`src/design/mtc_pkg.sv`:
```
// package: constants, state and token kind codes, result record types
package mtc_pkg;

  // longest token the length counter follows before it sticks
  localparam int MAX_TOKEN_LENGTH = 4095;
  localparam int CNT_W            = $clog2(MAX_TOKEN_LENGTH + 1);

  // width of the reported token length
  localparam int TOKEN_LEN_W   = 12;
  localparam int TOKEN_LEN_MAX = (2 ** TOKEN_LEN_W) - 1;
  localparam int LEN_EXT_W     = (CNT_W > TOKEN_LEN_W) ? CNT_W : TOKEN_LEN_W;

  // result queue
  localparam int FIFO_DEPTH = 4;
  localparam int FIFO_AW    = $clog2(FIFO_DEPTH);

  // characters that steer the recognizer
  localparam logic [7:0] CH_LT = 8'h3C;  // <
  localparam logic [7:0] CH_PC = 8'h25;  // %
  localparam logic [7:0] CH_GT = 8'h3E;  // >
  localparam logic [7:0] CH_HS = 8'h23;  // #
  localparam logic [7:0] CH_AT = 8'h40;  // @
  localparam logic [7:0] CH_LB = 8'h5B;  // [
  localparam logic [7:0] CH_RB = 8'h5D;  // ]
  localparam logic [7:0] CH_EQ = 8'h3D;  // =
  localparam logic [7:0] CH_NL = 8'h0A;  // newline

  typedef enum logic [2:0] {
    KIND_END    = 3'd0,
    KIND_PASS   = 3'd1,
    KIND_MSTART = 3'd2,
    KIND_MREF   = 3'd3,
    KIND_MEND   = 3'd4,
    KIND_TSUB   = 3'd5,
    KIND_DIR    = 3'd6
  } kind_t;

  typedef enum logic [18:0] {
    S_IDLE = 19'h00001,
    S_ME1  = 19'h00002,
    S_ME2  = 19'h00004,
    S_ME3  = 19'h00008,
    S_ME4  = 19'h00010,
    S_MS1  = 19'h00020,
    S_MS2  = 19'h00040,
    S_MS3  = 19'h00080,
    S_MS4  = 19'h00100,
    S_MS5  = 19'h00200,
    S_TS1  = 19'h00400,
    S_TS2  = 19'h00800,
    S_TS3  = 19'h01000,
    S_TS4  = 19'h02000,
    S_SD1  = 19'h04000,
    S_SD2  = 19'h08000,
    S_SD3  = 19'h10000,
    S_SD4  = 19'h20000,
    S_SD5  = 19'h40000
  } state_t;

  typedef struct packed {
    kind_t                   kind;
    logic [TOKEN_LEN_W-1:0]  length;
    logic                    saturated;
    logic                    last;
  } result_t;

  // results produced by one accepted character, first in first position
  typedef struct packed {
    logic [1:0] count;
    result_t    first;
    result_t    second;
  } push_t;

endpackage

```
`src/design/mtc_if.sv`:
```
// channel interfaces: character input and token result output
interface mtc_char_if;
  logic       valid;
  logic       ready;
  logic [7:0] char_byte;
  logic       end_of_input;

  modport source (output valid, output char_byte, output end_of_input, input ready);
  modport sink   (input valid, input char_byte, input end_of_input, output ready);
endinterface

interface mtc_token_if;
  logic        valid;
  logic        ready;
  logic [2:0]  token_kind;
  logic [11:0] token_length;
  logic        length_saturated;
  logic        last_result;

  modport source (output valid, output token_kind, output token_length,
                  output length_saturated, output last_result, input ready);
  modport sink   (input valid, input token_kind, input token_length,
                  input length_saturated, input last_result, output ready);
endinterface

```
`src/design/mtc_recognizer.sv`:
```
// recognizer state, token length counter and per-character result generation
module mtc_recognizer
  import mtc_pkg::*;
(
  input  logic       clk,
  input  logic       rst,
  input  logic       accept,
  input  logic [7:0] char_byte,
  input  logic       end_of_input,
  output push_t      push
);

  state_t           state, state_next;
  logic [CNT_W-1:0] cnt, cnt_next;
  logic             ovf, ovf_next;

  logic [CNT_W-1:0] take_cnt;
  logic             take_ovf;
  state_t           idle_st;
  logic             do_adv, do_fail, do_fin, do_look;
  state_t           adv_st;
  kind_t            fin_kind;
  push_t            push_raw;

  function automatic result_t make_res(kind_t k, logic [CNT_W-1:0] n, logic o);
    result_t              r;
    logic [LEN_EXT_W-1:0] ext;
    ext = LEN_EXT_W'(n);
    r.kind = k;
    r.last = 1'b0;
    if (ext > LEN_EXT_W'(TOKEN_LEN_MAX)) begin
      r.length    = TOKEN_LEN_W'(TOKEN_LEN_MAX);
      r.saturated = 1'b1;
    end else begin
      r.length    = ext[TOKEN_LEN_W-1:0];
      r.saturated = o;
    end
    return r;
  endfunction

  // length after taking one more character
  always_comb begin
    take_cnt = cnt;
    take_ovf = ovf;
    if (cnt < CNT_W'(MAX_TOKEN_LENGTH)) begin
      take_cnt = cnt + 1'b1;
    end else begin
      take_ovf = 1'b1;
    end
  end

  // token openers seen from idle
  always_comb begin
    case (char_byte)
      CH_LT:   idle_st = S_MS1;
      CH_PC:   idle_st = S_TS1;
      CH_GT:   idle_st = S_ME1;
      CH_HS:   idle_st = S_SD1;
      default: idle_st = S_IDLE;
    endcase
  end

  // pattern step: advance, fail, finish or restart from idle
  always_comb begin
    do_adv   = 1'b0;
    do_fail  = 1'b0;
    do_fin   = 1'b0;
    do_look  = 1'b0;
    adv_st   = state;
    fin_kind = KIND_PASS;
    case (state)
      S_ME1: if (char_byte == CH_GT) begin do_adv = 1'b1; adv_st = S_ME2; end
             else do_fail = 1'b1;
      S_ME2: if (char_byte == CH_AT) begin do_adv = 1'b1; adv_st = S_ME3; end
             else do_fail = 1'b1;
      S_ME3: if (char_byte == CH_LT) begin do_adv = 1'b1; adv_st = S_ME4; end
             else do_fail = 1'b1;
      S_ME4: if (char_byte == CH_LT) begin do_fin = 1'b1; fin_kind = KIND_MEND; end
             else do_fail = 1'b1;
      S_MS1: if (char_byte == CH_LT) begin do_adv = 1'b1; adv_st = S_MS2; end
             else do_fail = 1'b1;
      S_MS2: if (char_byte != CH_GT) begin do_adv = 1'b1; adv_st = S_MS3; end
             else do_fail = 1'b1;
      S_MS3: begin
        if (char_byte == CH_GT) begin
          do_adv = 1'b1;
          adv_st = S_MS4;
        end else if (char_byte == CH_NL) begin
          do_fail = 1'b1;
        end else begin
          do_adv = 1'b1;
          adv_st = S_MS3;
        end
      end
      S_MS4: if (char_byte == CH_GT) begin do_adv = 1'b1; adv_st = S_MS5; end
             else do_fail = 1'b1;
      S_MS5: if (char_byte == CH_EQ) begin do_fin = 1'b1; fin_kind = KIND_MSTART; end
             else do_look = 1'b1;
      S_TS1: if (char_byte == CH_LB) begin do_adv = 1'b1; adv_st = S_TS2; end
             else do_fail = 1'b1;
      S_TS2: if (char_byte != CH_RB) begin do_adv = 1'b1; adv_st = S_TS3; end
             else do_fail = 1'b1;
      S_TS3: begin
        do_adv = 1'b1;
        adv_st = (char_byte == CH_RB) ? S_TS4 : S_TS3;
      end
      S_TS4: if (char_byte == CH_PC) begin do_fin = 1'b1; fin_kind = KIND_TSUB; end
             else do_fail = 1'b1;
      S_SD1: if (char_byte == CH_LB) begin do_adv = 1'b1; adv_st = S_SD2; end
             else do_fail = 1'b1;
      S_SD2: if (char_byte != CH_EQ) begin do_adv = 1'b1; adv_st = S_SD3; end
             else do_fail = 1'b1;
      S_SD3: begin
        do_adv = 1'b1;
        adv_st = (char_byte == CH_EQ) ? S_SD4 : S_SD3;
      end
      S_SD4: if (char_byte != CH_RB) begin do_adv = 1'b1; adv_st = S_SD5; end
             else do_fail = 1'b1;
      S_SD5: if (char_byte == CH_RB) begin do_fin = 1'b1; fin_kind = KIND_DIR; end
             else begin do_adv = 1'b1; adv_st = S_SD5; end
      default: do_look = 1'b1;
    endcase
  end

  // results and next state for this character
  always_comb begin
    state_next      = state;
    cnt_next        = cnt;
    ovf_next        = ovf;
    push_raw.count  = 2'd0;
    push_raw.first  = make_res(KIND_END, '0, 1'b0);
    push_raw.second = make_res(KIND_END, '0, 1'b0);
    if (end_of_input) begin
      state_next = S_IDLE;
      cnt_next   = '0;
      ovf_next   = 1'b0;
      if (state == S_IDLE) begin
        push_raw.count = 2'd1;
      end else begin
        push_raw.count = 2'd2;
        push_raw.first = make_res((state == S_MS5) ? KIND_MREF : KIND_PASS, cnt, ovf);
      end
    end else if (do_adv) begin
      state_next = adv_st;
      cnt_next   = take_cnt;
      ovf_next   = take_ovf;
    end else if (do_fail || do_fin) begin
      state_next     = S_IDLE;
      cnt_next       = '0;
      ovf_next       = 1'b0;
      push_raw.count = 2'd1;
      push_raw.first = make_res(do_fin ? fin_kind : KIND_PASS, take_cnt, take_ovf);
    end else if (do_look) begin
      // a pending macro reference closes before the lookahead is handled
      if (state == S_MS5) begin
        push_raw.count = 2'd1;
        push_raw.first = make_res(KIND_MREF, cnt, ovf);
      end
      if (idle_st != S_IDLE) begin
        state_next = idle_st;
        cnt_next   = CNT_W'(1);
        ovf_next   = 1'b0;
      end else begin
        state_next = S_IDLE;
        cnt_next   = '0;
        ovf_next   = 1'b0;
        if (state == S_MS5) begin
          push_raw.count  = 2'd2;
          push_raw.second = make_res(KIND_PASS, CNT_W'(1), 1'b0);
        end else begin
          push_raw.count = 2'd1;
          push_raw.first = make_res(KIND_PASS, CNT_W'(1), 1'b0);
        end
      end
    end
  end

  // mark the final result of the transaction; no results are pushed unless a character is accepted
  always_comb begin
    push = push_raw;
    if (!accept) begin
      push.count = 2'd0;
    end
    push.first.last  = (push_raw.count == 2'd1);
    push.second.last = 1'b1;
  end

  always_ff @(posedge clk) begin
    if (rst) begin
      state <= S_IDLE;
      cnt   <= '0;
      ovf   <= 1'b0;
    end else if (accept) begin
      state <= state_next;
      cnt   <= cnt_next;
      ovf   <= ovf_next;
    end
  end

endmodule

```
`src/design/mtc_result_fifo.sv`:
```
// result queue: takes up to two results a cycle, hands out one
module mtc_result_fifo
  import mtc_pkg::*;
(
  input  logic    clk,
  input  logic    rst,
  input  push_t   push,
  input  logic    pop,
  output result_t head,
  output logic    head_valid,
  output logic    has_room
);

  result_t              entries [FIFO_DEPTH];
  logic [FIFO_AW-1:0]   wr_ptr;
  logic [FIFO_AW-1:0]   rd_ptr;
  logic [FIFO_AW:0]     count;
  logic                 do_pop;

  assign head_valid = (count != '0);
  assign head       = entries[rd_ptr];
  assign do_pop     = pop && head_valid;
  // room for the two results that one character may cause
  assign has_room   = (count <= (FIFO_AW + 1)'(FIFO_DEPTH - 2));

  // storage writes
  always_ff @(posedge clk) begin
    if (push.count != 2'd0) begin
      entries[wr_ptr] <= push.first;
    end
    if (push.count == 2'd2) begin
      entries[wr_ptr + 1'b1] <= push.second;
    end
  end

  // pointers and fill count
  always_ff @(posedge clk) begin
    if (rst) begin
      wr_ptr <= '0;
      rd_ptr <= '0;
      count  <= '0;
    end else begin
      wr_ptr <= wr_ptr + FIFO_AW'(push.count);
      if (do_pop) begin
        rd_ptr <= rd_ptr + 1'b1;
      end
      count <= count + (FIFO_AW + 1)'(push.count) - (FIFO_AW + 1)'(do_pop);
    end
  end

endmodule

```
`src/design/markup_token_classifier.sv`:
```
// top level: markup token classifier with character input and token output channels

// Takes one character (or an end-of-input mark) per transaction and can accept
// one in every clock cycle. Each character gives zero, one or two token results;
// they are stored in the result queue when the character is accepted and leave
// it on the output channel, one result per output transaction, the last one of
// a character flagged by last_result. Results wait in a four-entry queue; the
// input is ready while the queue has room for two, so a character that closes
// two tokens takes two output transactions, and sustained input rate is one
// character a cycle while results are taken as fast as they are produced.
module markup_token_classifier
  import mtc_pkg::*;
(
  input  logic               clk,
  input  logic               rst,
  mtc_char_if.sink           chars,
  mtc_token_if.source        tokens
);

  logic    accept;
  push_t   push;
  result_t head;
  logic    head_valid;
  logic    has_room;

  assign chars.ready = has_room;
  assign accept      = chars.valid && has_room;

  // recognizer
  mtc_recognizer u_recognizer (
    .clk          (clk),
    .rst          (rst),
    .accept       (accept),
    .char_byte    (chars.char_byte),
    .end_of_input (chars.end_of_input),
    .push         (push)
  );

  // result queue
  mtc_result_fifo u_result_fifo (
    .clk        (clk),
    .rst        (rst),
    .push       (push),
    .pop        (tokens.ready),
    .head       (head),
    .head_valid (head_valid),
    .has_room   (has_room)
  );

  // output channel
  assign tokens.valid            = head_valid;
  assign tokens.token_kind       = head.kind;
  assign tokens.token_length     = head.length;
  assign tokens.length_saturated = head.saturated;
  assign tokens.last_result      = head.last;

endmodule
```
`src/flat_wrapper.sv`:
```
// flat-port wrapper written by rule: the top's interface ports become plain ports
module markup_token_classifier_flat import mtc_pkg::*;
  (clk, rst, chars_valid, chars_char_byte, chars_end_of_input, chars_ready, tokens_valid, tokens_token_kind, tokens_token_length, tokens_length_saturated, tokens_last_result, tokens_ready);
  mtc_char_if chars_i ();
  mtc_token_if tokens_i ();
  input  logic clk;
  input  logic rst;
  input wire logic [$bits(chars_i.valid)-1:0] chars_valid;
  input wire logic [$bits(chars_i.char_byte)-1:0] chars_char_byte;
  input wire logic [$bits(chars_i.end_of_input)-1:0] chars_end_of_input;
  output wire logic [$bits(chars_i.ready)-1:0] chars_ready;
  output wire logic [$bits(tokens_i.valid)-1:0] tokens_valid;
  output wire logic [$bits(tokens_i.token_kind)-1:0] tokens_token_kind;
  output wire logic [$bits(tokens_i.token_length)-1:0] tokens_token_length;
  output wire logic [$bits(tokens_i.length_saturated)-1:0] tokens_length_saturated;
  output wire logic [$bits(tokens_i.last_result)-1:0] tokens_last_result;
  input wire logic [$bits(tokens_i.ready)-1:0] tokens_ready;
  assign chars_i.valid = chars_valid;
  assign chars_i.char_byte = chars_char_byte;
  assign chars_i.end_of_input = chars_end_of_input;
  assign chars_ready = chars_i.ready;
  assign tokens_valid = tokens_i.valid;
  assign tokens_token_kind = tokens_i.token_kind;
  assign tokens_token_length = tokens_i.token_length;
  assign tokens_length_saturated = tokens_i.length_saturated;
  assign tokens_last_result = tokens_i.last_result;
  assign tokens_i.ready = tokens_ready;
  markup_token_classifier u_core (.clk(clk), .rst(rst), .chars(chars_i), .tokens(tokens_i));
endmodule
```
`config.mk`:
```
export PLATFORM = sky130hd
export DESIGN_NAME = markup_token_classifier_flat
export DESIGN_NICKNAME = d
export VERILOG_FILES = /design/src/design/mtc_pkg.sv /design/src/design/mtc_if.sv /design/src/design/mtc_recognizer.sv /design/src/design/mtc_result_fifo.sv /design/src/design/markup_token_classifier.sv /design/src/flat_wrapper.sv
export SDC_FILE = /design/constraint.sdc
export NUM_CORES = 1
export LEC_CHECK = 0
export BUFFER_PORTS_ARGS = -buffer_cell sky130_fd_sc_hd__buf_2
export CAP_MARGIN = 25
export CELL_PAD_IN_SITES_DETAIL_PLACEMENT = 0
export CELL_PAD_IN_SITES_GLOBAL_PLACEMENT = 1
export CORE_MARGIN = 10
export CORE_UTILIZATION = 40
export DETAILED_ROUTE_END_ITERATION = 8
export PLACE_DENSITY = 0.75
export SLEW_MARGIN = 20
export SYNTH_ARGS = -nofsm -noshare
export SYNTH_HDL_FRONTEND = slang
export SYNTH_SLANG_ARGS = --single-unit
export TNS_END_PERCENT = 1
```
`constraint.sdc`:
```
create_clock -name clk -period 11.1 [get_ports clk]
set_input_delay 1.11 -clock clk [delete_from_list [all_inputs] [get_ports clk]]
set_output_delay 1.11 -clock clk [all_outputs]
set_load 0.01 [all_outputs]
```
==> report_table.html, run 1 <==
<table>
<tr><th>Metric</th><th>Value</th></tr>
<tr><th colspan="2">Clock network</th></tr>
<tr><td>Post-cts repair resize count</td><td>0</td></tr>
<tr><td>Deepest level of the CTS H-tree</td><td>3</td></tr>
<tr><td>Clock transition at path regs</td><td>0.08 ns</td></tr>
<tr><td>Post-CTS repair timing setup buffer count</td><td>0</td></tr>
<tr><td>Clock tree buffer depth</td><td>2</td></tr>
<tr><td>Number of buffers added to fix hold violations after cts</td><td>0</td></tr>
<tr><td>Clock insertion delay at the later pin of the skew report</td><td>between 0.3 and 0.4 ns</td></tr>
<tr><td>Clk sinks</td><td>109</td></tr>
<tr><td>Clock tree from TritonCTS</td><td>done</td></tr>
<tr><td>Number of buffers inserted during clock tree synthesis</td><td>9</td></tr>
<tr><td>Root buffer cell</td><td>sky130_fd_sc_hd__clkbuf_16</td></tr>
<tr><th colspan="2">Detailed routing</th></tr>
<tr><td>Average routed wire per standard cell</td><td>between 15 and 20 µm</td></tr>
<tr><td>Initial DRC count</td><td>640</td></tr>
<tr><td>Antenna Violating Nets Remaining</td><td>0</td></tr>
<tr><td>Drt first pass iters</td><td>5</td></tr>
<tr><td>Vias per inst</td><td>~6.0</td></tr>
<tr><td>Vias post-DR</td><td>roughly 5600</td></tr>
<tr><td>Wirelength, routed</td><td>18200 µm</td></tr>
<tr><td>Post-detailed-route DRC marker count</td><td>0</td></tr>
<tr><th colspan="2">Setup path</th></tr>
<tr><td>Worst Path Max Fanout</td><td>10</td></tr>
<tr><td>Dominant cell type by count on the critical path</td><td>sky130_fd_sc_hd__inv_1</td></tr>
<tr><td>Critical-path cell list</td><td>buf_2 -&gt; nand2b_1 -&gt; nor4_1 -&gt; a21boi_1 -&gt; a2111oi_4 -&gt; nand2_2 -&gt; o31a_1 -&gt; and2_1 -&gt; inv_1 -&gt; ha_1 -&gt; inv_1 -&gt; ha_1 -&gt; inv_1 -&gt; fa_1 -&gt; xnor2_1 -&gt; xnor2_1 -&gt; nor2_1</td></tr>
<tr><td>Slowest library cell on the worst path</td><td>sky130_fd_sc_hd__nor4_1</td></tr>
<tr><td>Crit-path max cell delay</td><td>around 0.9 ns</td></tr>
<tr><td>Data required time of the critical path</td><td>around 11 ns</td></tr>
<tr><td>Crit path kind</td><td>input port to flip-flop</td></tr>
<tr><td>Type of element launching the critical path</td><td>input port</td></tr>
<tr><td>Nature of the critical path endpoint</td><td>flip-flop</td></tr>
<tr><td>CP arrival</td><td>4.95 ns</td></tr>
<tr><th colspan="2">STA</th></tr>
<tr><td>Worst-Margin Slew</td><td>around 1.0 ns</td></tr>
<tr><td>Endpoints failing hold</td><td>0</td></tr>
<tr><td>Max Transition Viols Final</td><td>0</td></tr>
<tr><td>FMAX</td><td>~210 MHz</td></tr>
<tr><td>Ratio of final minimum period to clock period</td><td>0.425</td></tr>
<tr><td>Setup total negative slack</td><td>0 ns</td></tr>
<tr><td>Max-slew headroom at the worst pin</td><td>0.307</td></tr>
<tr><td>Count of final setup violators</td><td>0</td></tr>
<tr><td>Worst Skew</td><td>0.0161 ns</td></tr>
<tr><td>Setup repair after global routing missed its margin</td><td>false</td></tr>
<tr><td>Min cycle time layout</td><td>~4.7 ns</td></tr>
<tr><th colspan="2">GRT</th></tr>
<tr><td>Global route total overflow</td><td>0</td></tr>
<tr><td>Maximum number of pins on one net before global-route repair</td><td>43</td></tr>
<tr><td>Antenna violations before repair</td><td>0</td></tr>
<tr><td>Via count of the first global-routing pass</td><td>~5300</td></tr>
<tr><td>Global-route wire length before repair</td><td>29200 µm</td></tr>
<tr><td>Global Route Usage Sum</td><td>0.176</td></tr>
<tr><th colspan="2">Floorplan</th></tr>
<tr><td>Die outline height</td><td>~140 µm</td></tr>
<tr><td>Initial core utilization</td><td>0.409</td></tr>
<tr><td>Area of the core</td><td>0.0153 mm²</td></tr>
<tr><td># rows</td><td>45</td></tr>
<tr><td>Area of the die</td><td>around 0.021 mm²</td></tr>
<tr><td>Die width</td><td>around 140 µm</td></tr>
<tr><td>Number of placed I/O pins</td><td>32</td></tr>
<tr><th colspan="2">Power</th></tr>
<tr><td>Share of total power in sequential cells</td><td>0.447</td></tr>
<tr><td>Switching power total</td><td>411 µW</td></tr>
<tr><td>Share of power burned in the clock network</td><td>0.275</td></tr>
<tr><td>Switching portion of total power</td><td>0.343</td></tr>
<tr><td>Leakage Power</td><td>roughly 2.4 nW</td></tr>
<tr><td>Peak supply drop</td><td>roughly 95 µV</td></tr>
<tr><td>Pwr dens</td><td>between 150 and 200 mW/mm²</td></tr>
<tr><td>Internal portion of total power</td><td>about 790 µW</td></tr>
<tr><td>Comb power frac</td><td>0.278</td></tr>
<tr><td>Power, Total</td><td>between 1 and 1.5 mW</td></tr>
<tr><th colspan="2">Yosys</th></tr>
<tr><td>Sequential-to-total area share from yosys stat</td><td>0.363</td></tr>
<tr><td>Share of async-settable or async-resettable flops after synthesis</td><td>0</td></tr>
<tr><td>Synth cell types</td><td>82</td></tr>
<tr><td>Average footprint of a synthesized cell</td><td>between 8 and 9 µm²</td></tr>
<tr><td>Post-synth top area share</td><td>0.324</td></tr>
<tr><td>Count of state elements after synthesis</td><td>~110</td></tr>
<tr><td>Summed instance area of the synthesized netlist</td><td>0.00624 mm²</td></tr>
<tr><td>Number of enable-type register cells in the synthesized netlist</td><td>8</td></tr>
<tr><td>Ranking of synthesized cells by area</td><td>sky130_fd_sc_hd__dfxtp_1 (32%), sky130_fd_sc_hd__mux4_2 (6.1%), sky130_fd_sc_hd__nor2_1 (5.7%), sky130_fd_sc_hd__a211oi_1 (4.1%), sky130_fd_sc_hd__edfxtp_1 (3.9%)</td></tr>
<tr><td>Primary FF master, synth</td><td>sky130_fd_sc_hd__dfxtp_1</td></tr>
<tr><td>Top cell type by total area after synthesis</td><td>sky130_fd_sc_hd__dfxtp_1</td></tr>
<tr><td>Post-Synthesis Cells</td><td>around 700</td></tr>
<tr><td>Synth warnings</td><td>0</td></tr>
<tr><td>Net Count, Synth</td><td>738</td></tr>
<tr><th colspan="2">Placement</th></tr>
<tr><td>Final Wtd Congestion</td><td>between 0.9 and 1</td></tr>
<tr><td>Total half-perimeter wirelength after legalization and detailed placement</td><td>between 10000 and 15000 µm</td></tr>
<tr><td>Cell count after placement</td><td>923</td></tr>
<tr><td>Port Buffers</td><td>31</td></tr>
<tr><th colspan="2">Finish</th></tr>
<tr><td>Area growth from synthesis to layout</td><td>9.29%</td></tr>
<tr><td>Final net count</td><td>~740</td></tr>
<tr><td>Fraction of final layout cells sized beyond drive strength 1</td><td>0.151</td></tr>
<tr><td># fillers</td><td>approximately 1500</td></tr>
<tr><td>Antenna Diode Count</td><td>0</td></tr>
<tr><td>Filler-free cell count of the finished design</td><td>roughly 940</td></tr>
<tr><td>Final Util</td><td>0.447</td></tr>
<tr><th colspan="2">Job</th></tr>
<tr><td>Max-Cap Viols</td><td>0</td></tr>
<tr><th colspan="2">Outcome</th></tr>
<tr><td>Status</td><td>completed</td></tr>
<tr><th colspan="2">Worst hold path</th></tr>
<tr><td>Type of the most critical hold path</td><td>flip-flop to flip-flop</td></tr>
</table>
[critical path, delay by kind of cell]
family / cells / cell delay [ns]
AO/OA/AOI/OAI: 3 / 0.96
AND/OR/NAND/NOR: 5 / 1.48
XOR/XNOR: 2 / 0.32
buffers and inverters: 4 / 0.27
adder cells (fa/ha/maj): 3 / 0.78
[power groups by stage]
stage | sequential (mW) | combinational [mW] | clock (mW)
detailed placement | 0.545 | 0.335 | 0
finish | 0.537 | 0.334 | 0.330
floorplan | 0.514 | 0.266 | 0
global route | 0.546 | 0.371 | 0.355
CTS | 0.536 | 0.336 | 0.337
global placement | 0.540 | 0.328 | 0
[sequential cells by signal (all words and copies together), names as in the netlist, named ones only]
register,flops
u_core.u_result_fifo.entries,68
u_core.u_recognizer.state,19
u_core.u_recognizer.cnt,12
u_core.u_result_fifo.count,3
u_core.u_result_fifo.rd_ptr,2
u_core.u_result_fifo.wr_ptr,2
u_core.u_recognizer.ovf,1
[cells in the mapped netlist, types with 8 or more instances]
cell type                   count
sky130_fd_sc_hd__nand4_1       13
sky130_fd_sc_hd__nor2b_1       10
sky130_fd_sc_hd__and3_1         8
sky130_fd_sc_hd__a21oi_1       46
sky130_fd_sc_hd__o21ai_0       16
sky130_fd_sc_hd__clkbuf_1      17
sky130_fd_sc_hd__a21o_1        11
sky130_fd_sc_hd__a211oi_1      34
sky130_fd_sc_hd__nor3_1        25
sky130_fd_sc_hd__edfxtp_1       8
sky130_fd_sc_hd__nor2_1        95
sky130_fd_sc_hd__buf_2         14
sky130_fd_sc_hd__nand3_1       34
sky130_fd_sc_hd__o22ai_1        9
sky130_fd_sc_hd__a22oi_1       14
sky130_fd_sc_hd__o2bb2ai_1     14
sky130_fd_sc_hd__mux4_2        17
sky130_fd_sc_hd__and2_1         8
sky130_fd_sc_hd__inv_1         16
sky130_fd_sc_hd__dfxtp_1      101
sky130_fd_sc_hd__nand2_1       58
[logic make-up (layout without fill, tap and decap cells)]
logic type	count (synthesis)	after routing	synth area share
adder cells (fa/ha/maj)	8	8	0.0173
flip-flops	109	109	0.363
AO/OA/AOI/OAI	187	187	0.219
AND/OR/NAND/NOR	322	322	0.276
multiplexers	21	21	0.0678
buffers and inverters	62	73	0.0468
XOR/XNOR	8	8	0.0112
[final timing paths]
check	endpoint	cells past startpoint	start	slack, ns
setup / recovery	u_core.u_result_fifo.count[2]$_SDFF_PP0_	17	chars_char_byte[7]	6.38
hold / removal	u_core.u_result_fifo.entries[1][1]$_SDFFE_PP0N_	2	u_core.u_result_fifo.entries[1][1]$_SDFFE_PP0N_	0.46
setup reg to reg	u_core.u_result_fifo.count[2]$_SDFF_PP0_	17	u_core.u_recognizer.state[4]$_SDFFE_PP0P_	6.63
hold reg to reg	u_core.u_result_fifo.entries[1][1]$_SDFFE_PP0N_	2	u_core.u_result_fifo.entries[1][1]$_SDFFE_PP0N_	0.46
[per-layer routing]
metal | GRT usage | wire, µm | vias to the layer above
li1 | - | - | 2689
met5 | 0 | 0 | -
met3 | 0.0316 | 956 | 23
met1 | 0.228 | 8330 | 2700
met2 | 0.288 | 8560 | 183
met4 | 0.0596 | 303 | 0
[cell usage in the layout, fill, tap and decap left out, drive strengths merged, types with 6 or more instances in the layout]
cell     Yosys  final
dfxtp      101    101
nor2        95     95
nand2       59     59
a21oi       46     46
buf         29     41
nand3       35     35
a211oi      35     35
nor3        28     28
inv         16     20
o21ai       18     18
mux4        17     17
a22oi       15     15
nand4       15     15
o2bb2ai     14     14
a21o        11     11
nor2b       11     11
o22ai       10     10
or2         10     10
nor4        10     10
clkbuf      17      9
and2         8      8
and3         8      8
edfxtp       8      8
nand2b       8      8
or3          7      7
nand3b       7      7
ha           7      7
xnor2        6      6
[layout make-up]
type	count	area (µm²)	area share
multi-input combinational	546	3680	0.541
sequential	109	2260	0.332
tap	211	264	0.0387
timing repair buffer	41	238	0.0349
clock buffer	9	225	0.0330
clock inverter	7	81.3	0.0119
inverter	16	60.1	0.00881
[through the flow]
stage | hold WS, ns | instance area (µm²) | setup WS, ns
6_report | 0.463 | 6820 | 6.38
3_3_place_gp | 0.436 | 6490 | 6.15
4_1_cts | 0.460 | 6820 | 6.40
5_1_grt | 0.475 | 6820 | 6.05
3_5_place_dp | 0.447 | 6510 | 6.04
2_1_floorplan | 0.428 | 6240 | 6.58
No activity file was read; power rests on OpenSTA's default activity.
==> inputs of run 2 (changes only) <==
PLACE_DENSITY = 0.78   (was 0.75)
clock period = 4.2 ns   (was 11.1 ns; I/O delays follow)
==> run 2 against run 1 <==
Die area unchanged. Critical path depth up 1. First-iteration DRC count down 29%. Non-clock buffer count up 17. Wire length down 0.55%. Cell count up 1.8%. Largest cell class unchanged.
==> report_table.html, run 2 (synthesis results as in run 1) <==
<table>
<tr><th>Metric</th><th>Value</th></tr>
<tr><th colspan="2">Power</th></tr>
<tr><td>Leakage Power</td><td>2.51 nW (+3.1%)</td></tr>
<tr><td>Pwr dens</td><td>455 mW/mm² (+160%)</td></tr>
<tr><td>Comb power frac</td><td>0.281 (+0.003)</td></tr>
<tr><td>Share of total power in sequential cells</td><td>0.448 (about the same)</td></tr>
<tr><td>Internal portion of total power</td><td>2.10 mW (+170%)</td></tr>
<tr><td>Switching power total</td><td>1.06 mW (+160%)</td></tr>
<tr><td>Switching portion of total power</td><td>0.334 (-0.00824)</td></tr>
<tr><td>Share of power burned in the clock network</td><td>0.271 (-0.004)</td></tr>
<tr><td>Peak supply drop</td><td>391 µV (+310%)</td></tr>
<tr><th colspan="2">Finish</th></tr>
<tr><td>Top register by number of flip-flops</td><td>u_core.u_result_fifo.entries</td></tr>
<tr><td>Commonest non-fill, non-tap cell in the layout</td><td>sky130_fd_sc_hd__dfxtp_1</td></tr>
<tr><td>Final net count</td><td>761 (+2.3%)</td></tr>
<tr><td>Area growth from synthesis to layout</td><td>11.1%</td></tr>
<tr><td>Fraction of final layout cells sized beyond drive strength 1</td><td>0.172 (+0.0207)</td></tr>
<tr><td>Max FFs per register</td><td>68 (unchanged)</td></tr>
<tr><td>Registers with the most flip-flops</td><td>u_core.u_result_fifo.entries x68, u_core.u_recognizer.state x19, u_core.u_recognizer.cnt x12</td></tr>
<tr><td>Top library cells by usage in the layout, fill and taps aside</td><td>sky130_fd_sc_hd__dfxtp_1 (101), sky130_fd_sc_hd__nor2_1 (95), sky130_fd_sc_hd__nand2_1 (58)</td></tr>
<tr><td>Antenna Diode Count</td><td>0 (unchanged)</td></tr>
<tr><th colspan="2">Setup path</th></tr>
<tr><td>Worst Path Max Fanout</td><td>9 (-1)</td></tr>
<tr><td>Worst R2R Start</td><td>u_core.u_recognizer.state[12]$_SDFFE_PP0P_</td></tr>
<tr><td>Type of element launching the critical path</td><td>flip-flop</td></tr>
<tr><td>Crit path kind</td><td>flip-flop to flip-flop</td></tr>
<tr><td>Crit-path max cell delay</td><td>0.58 ns (-0.31 ns)</td></tr>
<tr><td>Slowest library cell on the worst path</td><td>sky130_fd_sc_hd__or4_1</td></tr>
<tr><td>Critical path origin</td><td>u_core.u_recognizer.state[12]$_SDFFE_PP0P_</td></tr>
<tr><td>Internal reg-to-reg setup slack</td><td>0.28 ns (-6.35 ns)</td></tr>
<tr><td>Total buffers and inverters traversed by the critical path</td><td>4 (unchanged)</td></tr>
<tr><td>Critical-path cell list</td><td>nor4_4 -&gt; buf_4 -&gt; and4_1 -&gt; o2bb2ai_1 -&gt; or4_1 -&gt; o21a_4 -&gt; nor2b_1 -&gt; o31a_1 -&gt; and2_1 -&gt; inv_1 -&gt; ha_1 -&gt; inv_1 -&gt; ha_1 -&gt; inv_1 -&gt; fa_1 -&gt; xnor2_1 -&gt; xnor2_1 -&gt; nor2_1</td></tr>
<tr><td>Dominant cell type by count on the critical path</td><td>sky130_fd_sc_hd__inv_1</td></tr>
<tr><td>Delay-heaviest family, CP</td><td>simple AND/OR/NAND/NOR gates</td></tr>
<tr><td>Nature of the critical path endpoint</td><td>flip-flop</td></tr>
<tr><td>CP arrival</td><td>4.13 ns (-0.82 ns)</td></tr>
<tr><td>Data required time of the critical path</td><td>4.41 ns (-6.91 ns)</td></tr>
<tr><th colspan="2">Clock network</th></tr>
<tr><td>Clock insertion delay at the later pin of the skew report</td><td>0.36 ns (about the same)</td></tr>
<tr><td>Root buffer cell</td><td>sky130_fd_sc_hd__clkbuf_16</td></tr>
<tr><td>Number of buffers inserted during clock tree synthesis</td><td>9 (unchanged)</td></tr>
<tr><td>Post-CTS repair timing setup buffer count</td><td>0 (unchanged)</td></tr>
<tr><td>Number of buffers added to fix hold violations after cts</td><td>0 (unchanged)</td></tr>
<tr><td>Clock tree from TritonCTS</td><td>done</td></tr>
<tr><td>Clock transition at path regs</td><td>0.08 ns (about the same)</td></tr>
<tr><td>Clk sinks</td><td>109 (unchanged)</td></tr>
<tr><td>Deepest level of the CTS H-tree</td><td>3 (unchanged)</td></tr>
<tr><td>Clock tree buffer depth</td><td>2 (unchanged)</td></tr>
<tr><td>Post-cts repair resize count</td><td>0 (unchanged)</td></tr>
<tr><th colspan="2">Detailed routing</th></tr>
<tr><td>Post-detailed-route DRC marker count</td><td>0 (unchanged)</td></tr>
<tr><td>Vias post-DR</td><td>5663 (+1.2%)</td></tr>
<tr><td>Average routed wire per standard cell</td><td>18.9 µm (-2.3%)</td></tr>
<tr><td>Initial DRC count</td><td>457 (-29%)</td></tr>
<tr><td>Wirelength, routed</td><td>18100 µm (-0.55%)</td></tr>
<tr><td>Vias per inst</td><td>5.92 (-0.58%)</td></tr>
<tr><td>Antenna Violating Nets Remaining</td><td>0 (unchanged)</td></tr>
<tr><td>Drt first pass iters</td><td>5 (unchanged)</td></tr>
<tr><th colspan="2">Floorplan</th></tr>
<tr><td># rows</td><td>45 (unchanged)</td></tr>
<tr><td>Initial core utilization</td><td>0.409 (unchanged)</td></tr>
<tr><td>Die width</td><td>145 µm (unchanged)</td></tr>
<tr><td>Die outline height</td><td>145 µm (unchanged)</td></tr>
<tr><td>Number of placed I/O pins</td><td>32 (unchanged)</td></tr>
<tr><td>Area of the core</td><td>0.0153 mm² (unchanged)</td></tr>
<tr><td>Area of the die</td><td>0.0210 mm² (unchanged)</td></tr>
<tr><th colspan="2">STA</th></tr>
<tr><td>Min cycle time layout</td><td>3.92 ns</td></tr>
<tr><td>Worst-Margin Slew</td><td>1.02 ns (-0.00833 ns)</td></tr>
<tr><td>Max-slew headroom at the worst pin</td><td>0.318 (+0.0109)</td></tr>
<tr><td>Post-layout worst setup margin</td><td>0.281 ns (-6.10 ns)</td></tr>
<tr><td>FMAX</td><td>between 200 and 300 MHz</td></tr>
<tr><td>Count of final setup violators</td><td>0 (unchanged)</td></tr>
<tr><td>Ratio of final minimum period to clock period</td><td>0.933</td></tr>
<tr><td>Max Transition Viols Final</td><td>0 (unchanged)</td></tr>
<tr><td>Worst Skew</td><td>0.0103 ns (-0.00586 ns)</td></tr>
<tr><td>Setup total negative slack</td><td>0 ns (unchanged)</td></tr>
<tr><td>Setup repair after global routing missed its margin</td><td>false</td></tr>
<tr><td>Endpoints failing hold</td><td>0 (unchanged)</td></tr>
<tr><th colspan="2">GRT</th></tr>
<tr><td>Antenna violations before repair</td><td>0 (unchanged)</td></tr>
<tr><td>Via count of the first global-routing pass</td><td>5519 (+3.4%)</td></tr>
<tr><td>Maximum number of pins on one net before global-route repair</td><td>43 (unchanged)</td></tr>
<tr><td>Global route total overflow</td><td>0 (unchanged)</td></tr>
<tr><td>Global-route wire length before repair</td><td>29100 µm (-0.26%)</td></tr>
<tr><td>Global Route Usage Sum</td><td>0.174 (-0.00257)</td></tr>
<tr><th colspan="2">Outcome</th></tr>
<tr><td>Status</td><td>completed</td></tr>
<tr><th colspan="2">Placement</th></tr>
<tr><td>Port Buffers</td><td>31 (unchanged)</td></tr>
<tr><td>Final Wtd Congestion</td><td>0.928 (-1.7%)</td></tr>
<tr><td>Total half-perimeter wirelength after legalization and detailed placement</td><td>12700 µm (-2.4%)</td></tr>
<tr><td>Pre-CTS setup slack</td><td>0.183 ns (-5.85 ns)</td></tr>
<tr><th colspan="2">Job</th></tr>
<tr><td>Max-Cap Viols</td><td>0 (unchanged)</td></tr>
<tr><th colspan="2">Worst hold path</th></tr>
<tr><td>Type of the most critical hold path</td><td>flip-flop to flip-flop</td></tr>
<tr><td>Hold path startpoint</td><td>u_core.u_result_fifo.entries[3][1]$_SDFFE_PP0N_</td></tr>
</table>
-- run 2: layout make-up --
cell class / instances / area [µm²]
Timing Repair Buffer: 58 / 355
Multi-Input combinational cell: 546 / 3690
Tap cell: 211 / 264
Clock buffer: 10 / 239
Inverter: 16 / 60.1
Fill cell: 1484 / 8330
Clock inverter: 6 / 57.6
Sequential cell: 109 / 2260
-- run 2: tightest hold or removal path, stage by stage (launching register included) --
cell,delay (ns)
sky130_fd_sc_hd__dfxtp_1,0.31
sky130_fd_sc_hd__nand2_1,0.05
sky130_fd_sc_hd__a21oi_1,0.05
-- run 2: path summary, 6_finish.rpt --
path	cells after the start	endpoint
worst max-delay path	18	u_core.u_result_fifo.count[2]$_SDFF_PP0_
worst min register to register	2	u_core.u_result_fifo.entries[3][1]$_SDFFE_PP0N_
worst max register to register	18	u_core.u_result_fifo.count[2]$_SDFF_PP0_
worst min-delay path	2	u_core.u_result_fifo.entries[3][1]$_SDFFE_PP0N_
-- run 2: per-layer routing --
metal / global-route usage / wire length [µm] / vias to the layer above
li1: - / - / 2710
met5: 0 / 0 / -
met3: 0.0346 / 820 / 28
met4: 0.0559 / 421 / 0
met1: 0.221 / 8190 / 2759
met2: 0.287 / 8620 / 166
-- run 2: per-stage QoR --
step | area (µm²) | utilization | total power, mW | hold slack [ns] | instances
after floorplan | 6240 | - | 2.06 | 0.428 | 717
after global placement | 6620 | 0.434 | 2.29 | 0.439 | 939
after detailed placement | 6630 | 0.434 | 2.33 | 0.449 | 940
after CTS | 6920 | 0.454 | 3.19 | 0.460 | 956
after global routing | 6930 | 0.454 | 3.35 | 0.479 | 956
final | 6930 | 0.454 | 3.16 | 0.461 | 956
-- run 2: power by group through the flow --
stage          Clock [mW]  Sequential, mW  Combinational (mW)
6_report            0.856            1.41               0.886
2_1_floorplan           0            1.36               0.702
3_5_place_dp            0            1.44               0.893
4_1_cts             0.878            1.41               0.897
3_3_place_gp            0            1.42               0.865
5_1_grt             0.916            1.44               0.985
==> inputs of run 3 (changes only) <==
CORE_UTILIZATION = 30   (was 40)
PLACE_DENSITY = 0.63   (was 0.78)
==> run 3 against run 2 <==
Register-to-register slack worse by 0.02 ns. Power is 1.2% higher. Combinational power is 0.7% higher. Critical path depth stayed put. Fmax is 0.39% lower. Non-clock buffer count is 2 higher. Global-route usage is 3.6 points lower. Worst hold slack worse by 0.00061 ns. Clock power is 3.5% higher. Sequential power hardly changed. Setup slack worse by 0.015 ns. Largest power group unchanged.
==> report_table.html, run 3 (synthesis results as in run 1) <==
<table>
<tr><th>Metric</th><th>Value</th></tr>
<tr><th colspan="2">Floorplan</th></tr>
<tr><td>Die outline height</td><td>164 µm (+13%)</td></tr>
<tr><td>Number of placed I/O pins</td><td>32 (unchanged)</td></tr>
<tr><td>Area of the die</td><td>0.0270 mm² (+28%)</td></tr>
<tr><td>Area of the core</td><td>0.0204 mm² (+33%)</td></tr>
<tr><td>Die width</td><td>164 µm (+13%)</td></tr>
<tr><td># rows</td><td>52 (+16%)</td></tr>
<tr><td>Initial core utilization</td><td>0.306 (-0.102)</td></tr>
<tr><th colspan="2">Setup path</th></tr>
<tr><td>Delay-heaviest family, CP</td><td>simple AND/OR/NAND/NOR gates</td></tr>
<tr><td>R2r worst-path depth</td><td>18 (unchanged)</td></tr>
<tr><td>Crit path kind</td><td>flip-flop to flip-flop</td></tr>
<tr><td>CP arrival</td><td>4.15 ns (+0.02 ns)</td></tr>
<tr><td>Capturing element of the worst setup path</td><td>u_core.u_result_fifo.count[2]$_SDFF_PP0_</td></tr>
<tr><td>Type of element launching the critical path</td><td>flip-flop</td></tr>
<tr><td>Dominant cell type by count on the critical path</td><td>sky130_fd_sc_hd__inv_1</td></tr>
<tr><td>Data required time of the critical path</td><td>4.42 ns (about the same)</td></tr>
<tr><td>Critical path origin</td><td>u_core.u_recognizer.state[12]$_SDFFE_PP0P_</td></tr>
<tr><td>Nature of the critical path endpoint</td><td>flip-flop</td></tr>
<tr><td>Slowest library cell on the worst path</td><td>sky130_fd_sc_hd__or4_1</td></tr>
<tr><td>Internal reg-to-reg setup slack</td><td>0.27 ns (-0.02 ns)</td></tr>
<tr><td>Reg-to-reg critical path endpoint</td><td>u_core.u_result_fifo.count[2]$_SDFF_PP0_</td></tr>
<tr><td>Critical path depth in cells</td><td>18 (unchanged)</td></tr>
<tr><td>Worst Path Max Fanout</td><td>8 (-1)</td></tr>
<tr><td>Critical-path cell list</td><td>nor4_4 -&gt; buf_4 -&gt; and4_1 -&gt; o2bb2ai_1 -&gt; or4_1 -&gt; o21a_4 -&gt; nor2b_1 -&gt; o31a_1 -&gt; and2_1 -&gt; inv_1 -&gt; ha_1 -&gt; inv_1 -&gt; ha_1 -&gt; inv_1 -&gt; fa_1 -&gt; xnor2_1 -&gt; xnor2_1 -&gt; nor2_1</td></tr>
<tr><td>Worst R2R Start</td><td>u_core.u_recognizer.state[12]$_SDFFE_PP0P_</td></tr>
<tr><td>Total buffers and inverters traversed by the critical path</td><td>4 (unchanged)</td></tr>
<tr><td>Crit-path max cell delay</td><td>0.60 ns (+0.02 ns)</td></tr>
<tr><th colspan="2">Clock network</th></tr>
<tr><td>Number of buffers added to fix hold violations after cts</td><td>0 (unchanged)</td></tr>
<tr><td>Clock tree buffer depth</td><td>2 (unchanged)</td></tr>
<tr><td>Number of buffers inserted during clock tree synthesis</td><td>9 (unchanged)</td></tr>
<tr><td>Root buffer cell</td><td>sky130_fd_sc_hd__clkbuf_16</td></tr>
<tr><td>Clock insertion delay at the later pin of the skew report</td><td>0.36 ns (about the same)</td></tr>
<tr><td>Clk sinks</td><td>109 (unchanged)</td></tr>
<tr><td>Clock tree from TritonCTS</td><td>done</td></tr>
<tr><td>Clock transition at path regs</td><td>0.08 ns (about the same)</td></tr>
<tr><td>Deepest level of the CTS H-tree</td><td>3 (unchanged)</td></tr>
<tr><th colspan="2">Placement</th></tr>
<tr><td>Total half-perimeter wirelength after legalization and detailed placement</td><td>13200 µm (+3.9%)</td></tr>
<tr><td>Port Buffers</td><td>31 (unchanged)</td></tr>
<tr><td>Final Wtd Congestion</td><td>0.893 (-3.7%)</td></tr>
<tr><td>Pre-CTS setup slack</td><td>0.187 ns (+0.00482 ns)</td></tr>
<tr><td>Cell count after placement</td><td>999 (+6.3%)</td></tr>
<tr><td>Post-detailed-placement cell area</td><td>0.00671 mm² (+1.3%)</td></tr>
<tr><th colspan="2">GRT</th></tr>
<tr><td>Maximum number of pins on one net before global-route repair</td><td>41 (-4.7%)</td></tr>
<tr><td>Antenna violations before repair</td><td>0 (unchanged)</td></tr>
<tr><td>Global route total overflow</td><td>0 (unchanged)</td></tr>
<tr><td>Via count of the first global-routing pass</td><td>5575 (+1.0%)</td></tr>
<tr><td>Global-route wire length before repair</td><td>29900 µm (+2.7%)</td></tr>
<tr><td>Global Route Usage Sum</td><td>0.138 (-0.0359)</td></tr>
<tr><th colspan="2">Power</th></tr>
<tr><td>Pwr dens</td><td>453 mW/mm² (-0.45%)</td></tr>
<tr><td>Power, Total</td><td>3.19 mW (+1.2%)</td></tr>
<tr><td>Leakage Power</td><td>2.52 nW (+0.54%)</td></tr>
<tr><td>Peak supply drop</td><td>244 µV (-37%)</td></tr>
<tr><th colspan="2">Finish</th></tr>
<tr><td>Filler-free cell count of the finished design</td><td>1017 (+6.4%)</td></tr>
<tr><td>Commonest non-fill, non-tap cell in the layout</td><td>sky130_fd_sc_hd__dfxtp_1</td></tr>
<tr><td>Antenna Diode Count</td><td>0 (unchanged)</td></tr>
<tr><td>Fraction of final layout cells sized beyond drive strength 1</td><td>0.177 (+0.00489)</td></tr>
<tr><td>Sequential cell area</td><td>0.00226 mm² (unchanged)</td></tr>
<tr><td>Final net count</td><td>763 (+0.26%)</td></tr>
<tr><td># fillers</td><td>2091 (+41%)</td></tr>
<tr><td>Top register by number of flip-flops</td><td>u_core.u_result_fifo.entries</td></tr>
<tr><td>Final Util</td><td>0.346 (-0.108)</td></tr>
<tr><td>Registers with the most flip-flops</td><td>u_core.u_result_fifo.entries x68, u_core.u_recognizer.state x19, u_core.u_recognizer.cnt x12</td></tr>
<tr><td>Post-route standard cell area excluding fillers</td><td>0.00704 mm² (+1.6%)</td></tr>
<tr><td>Top library cells by usage in the layout, fill and taps aside</td><td>sky130_fd_sc_hd__dfxtp_1 (101), sky130_fd_sc_hd__nor2_1 (95), sky130_fd_sc_hd__nand2_1 (58)</td></tr>
<tr><td>Area growth from synthesis to layout</td><td>12.9%</td></tr>
<tr><td>Max FFs per register</td><td>68 (unchanged)</td></tr>
<tr><td>Area of the multi-input gates</td><td>0.00370 mm² (+0.20%)</td></tr>
<tr><th colspan="2">Detailed routing</th></tr>
<tr><td>Average routed wire per standard cell</td><td>18.1 µm (-4.0%)</td></tr>
<tr><td>Initial DRC count</td><td>353 (-23%)</td></tr>
<tr><td>Drt first pass iters</td><td>5 (unchanged)</td></tr>
<tr><td>Wirelength, routed</td><td>18400 µm (+2.2%)</td></tr>
<tr><td>Post-detailed-route DRC marker count</td><td>0 (unchanged)</td></tr>
<tr><td>Vias per inst</td><td>5.52 (-6.7%)</td></tr>
<tr><td>Antenna Violating Nets Remaining</td><td>0 (unchanged)</td></tr>
<tr><td>Vias post-DR</td><td>5618 (-0.79%)</td></tr>
<tr><th colspan="2">STA</th></tr>
<tr><td>Min cycle time layout</td><td>3.93 ns (+0.0153 ns)</td></tr>
<tr><td>Count of final setup violators</td><td>0 (unchanged)</td></tr>
<tr><td>Worst Skew</td><td>0.00921 ns (-0.00105 ns)</td></tr>
<tr><td>Setup repair after global routing missed its margin</td><td>false</td></tr>
<tr><td>Max Transition Viols Final</td><td>0 (unchanged)</td></tr>
<tr><td>Worst-Margin Slew</td><td>1.01 ns (-0.0126 ns)</td></tr>
<tr><td>Ratio of final minimum period to clock period</td><td>0.937 (+0.00365)</td></tr>
<tr><td>FMAX</td><td>254 MHz (-0.39%)</td></tr>
<tr><td>Setup total negative slack</td><td>0 ns (unchanged)</td></tr>
<tr><td>Final Hold Slack</td><td>0.460 ns (-0.000611 ns)</td></tr>
<tr><td>Max-slew headroom at the worst pin</td><td>0.327 (+0.00840)</td></tr>
<tr><td>Post-layout worst setup margin</td><td>0.266 ns (-0.0153 ns)</td></tr>
<tr><td>Endpoints failing hold</td><td>0 (unchanged)</td></tr>
<tr><th colspan="2">Outcome</th></tr>
<tr><td>Status</td><td>completed</td></tr>
<tr><th colspan="2">Job</th></tr>
<tr><td>Max-Cap Viols</td><td>0 (unchanged)</td></tr>
<tr><th colspan="2">Worst hold path</th></tr>
<tr><td>Type of the most critical hold path</td><td>flip-flop to flip-flop</td></tr>
</table>
==> run 3: metal layers <==
| layer | GRT usage | part of all wire |
|---|---|---|
| met1 | 0.177 | 0.46 |
| met4 | 0.0426 | 0.016 |
| met2 | 0.225 | 0.47 |
| met5 | 0 | 0 |
| met3 | 0.0298 | 0.050 |
==> run 3: timing repair <==
item	in CTS	in global routing
hold endpoints to repair	0	0
setup endpoints to repair	0	1
resized for setup	0	1
setup buffers	0	2
==> run 3: how the worst min path moves through the flow <==
stage,start,end,cells past startpoint
detailed placement,u_core.u_result_fifo.entries[0][10]$_SDFFE_PP0P_,u_core.u_result_fifo.entries[0][10]$_SDFFE_PP0P_,1
global placement,u_core.u_result_fifo.entries[3][15]$_SDFFE_PP0N_,u_core.u_result_fifo.entries[3][15]$_SDFFE_PP0N_,2
finish,u_core.u_result_fifo.entries[3][1]$_SDFFE_PP0N_,u_core.u_result_fifo.entries[3][1]$_SDFFE_PP0N_,2
floorplan,u_core.u_result_fifo.entries[0][10]$_SDFFE_PP0P_,u_core.u_result_fifo.entries[0][10]$_SDFFE_PP0P_,1
CTS,u_core.u_result_fifo.entries[3][1]$_SDFFE_PP0N_,u_core.u_result_fifo.entries[3][1]$_SDFFE_PP0N_,2
global route,u_core.u_result_fifo.entries[3][15]$_SDFFE_PP0N_,u_core.u_result_fifo.entries[3][15]$_SDFFE_PP0N_,2
==> run 3: area by class of cell <==
type,instances,share of cell area
flip-flops and latches,109,0.321
clock inverters,7,0.0121
clock buffers,9,0.0320
repair buffers,60,0.0529
multi-input cells,546,0.525
well taps,270,0.0480
inverters,16,0.00853
==> run 3: power breakdown <==
group / internal (mW) / leakage (nW) / switching, mW
sequential: 1.26 / 0.899 / 0.155
combinational: 0.412 / 1.47 / 0.480
clock: 0.430 / 0.147 / 0.455
total: 2.10 / 2.52 / 1.09
==> run 3: worst min-delay path: stages (launching register included) <==
cell and delay [ns]:
sky130_fd_sc_hd__dfxtp_1 0.31, sky130_fd_sc_hd__nand2_1 0.05, sky130_fd_sc_hd__a21oi_1 0.05
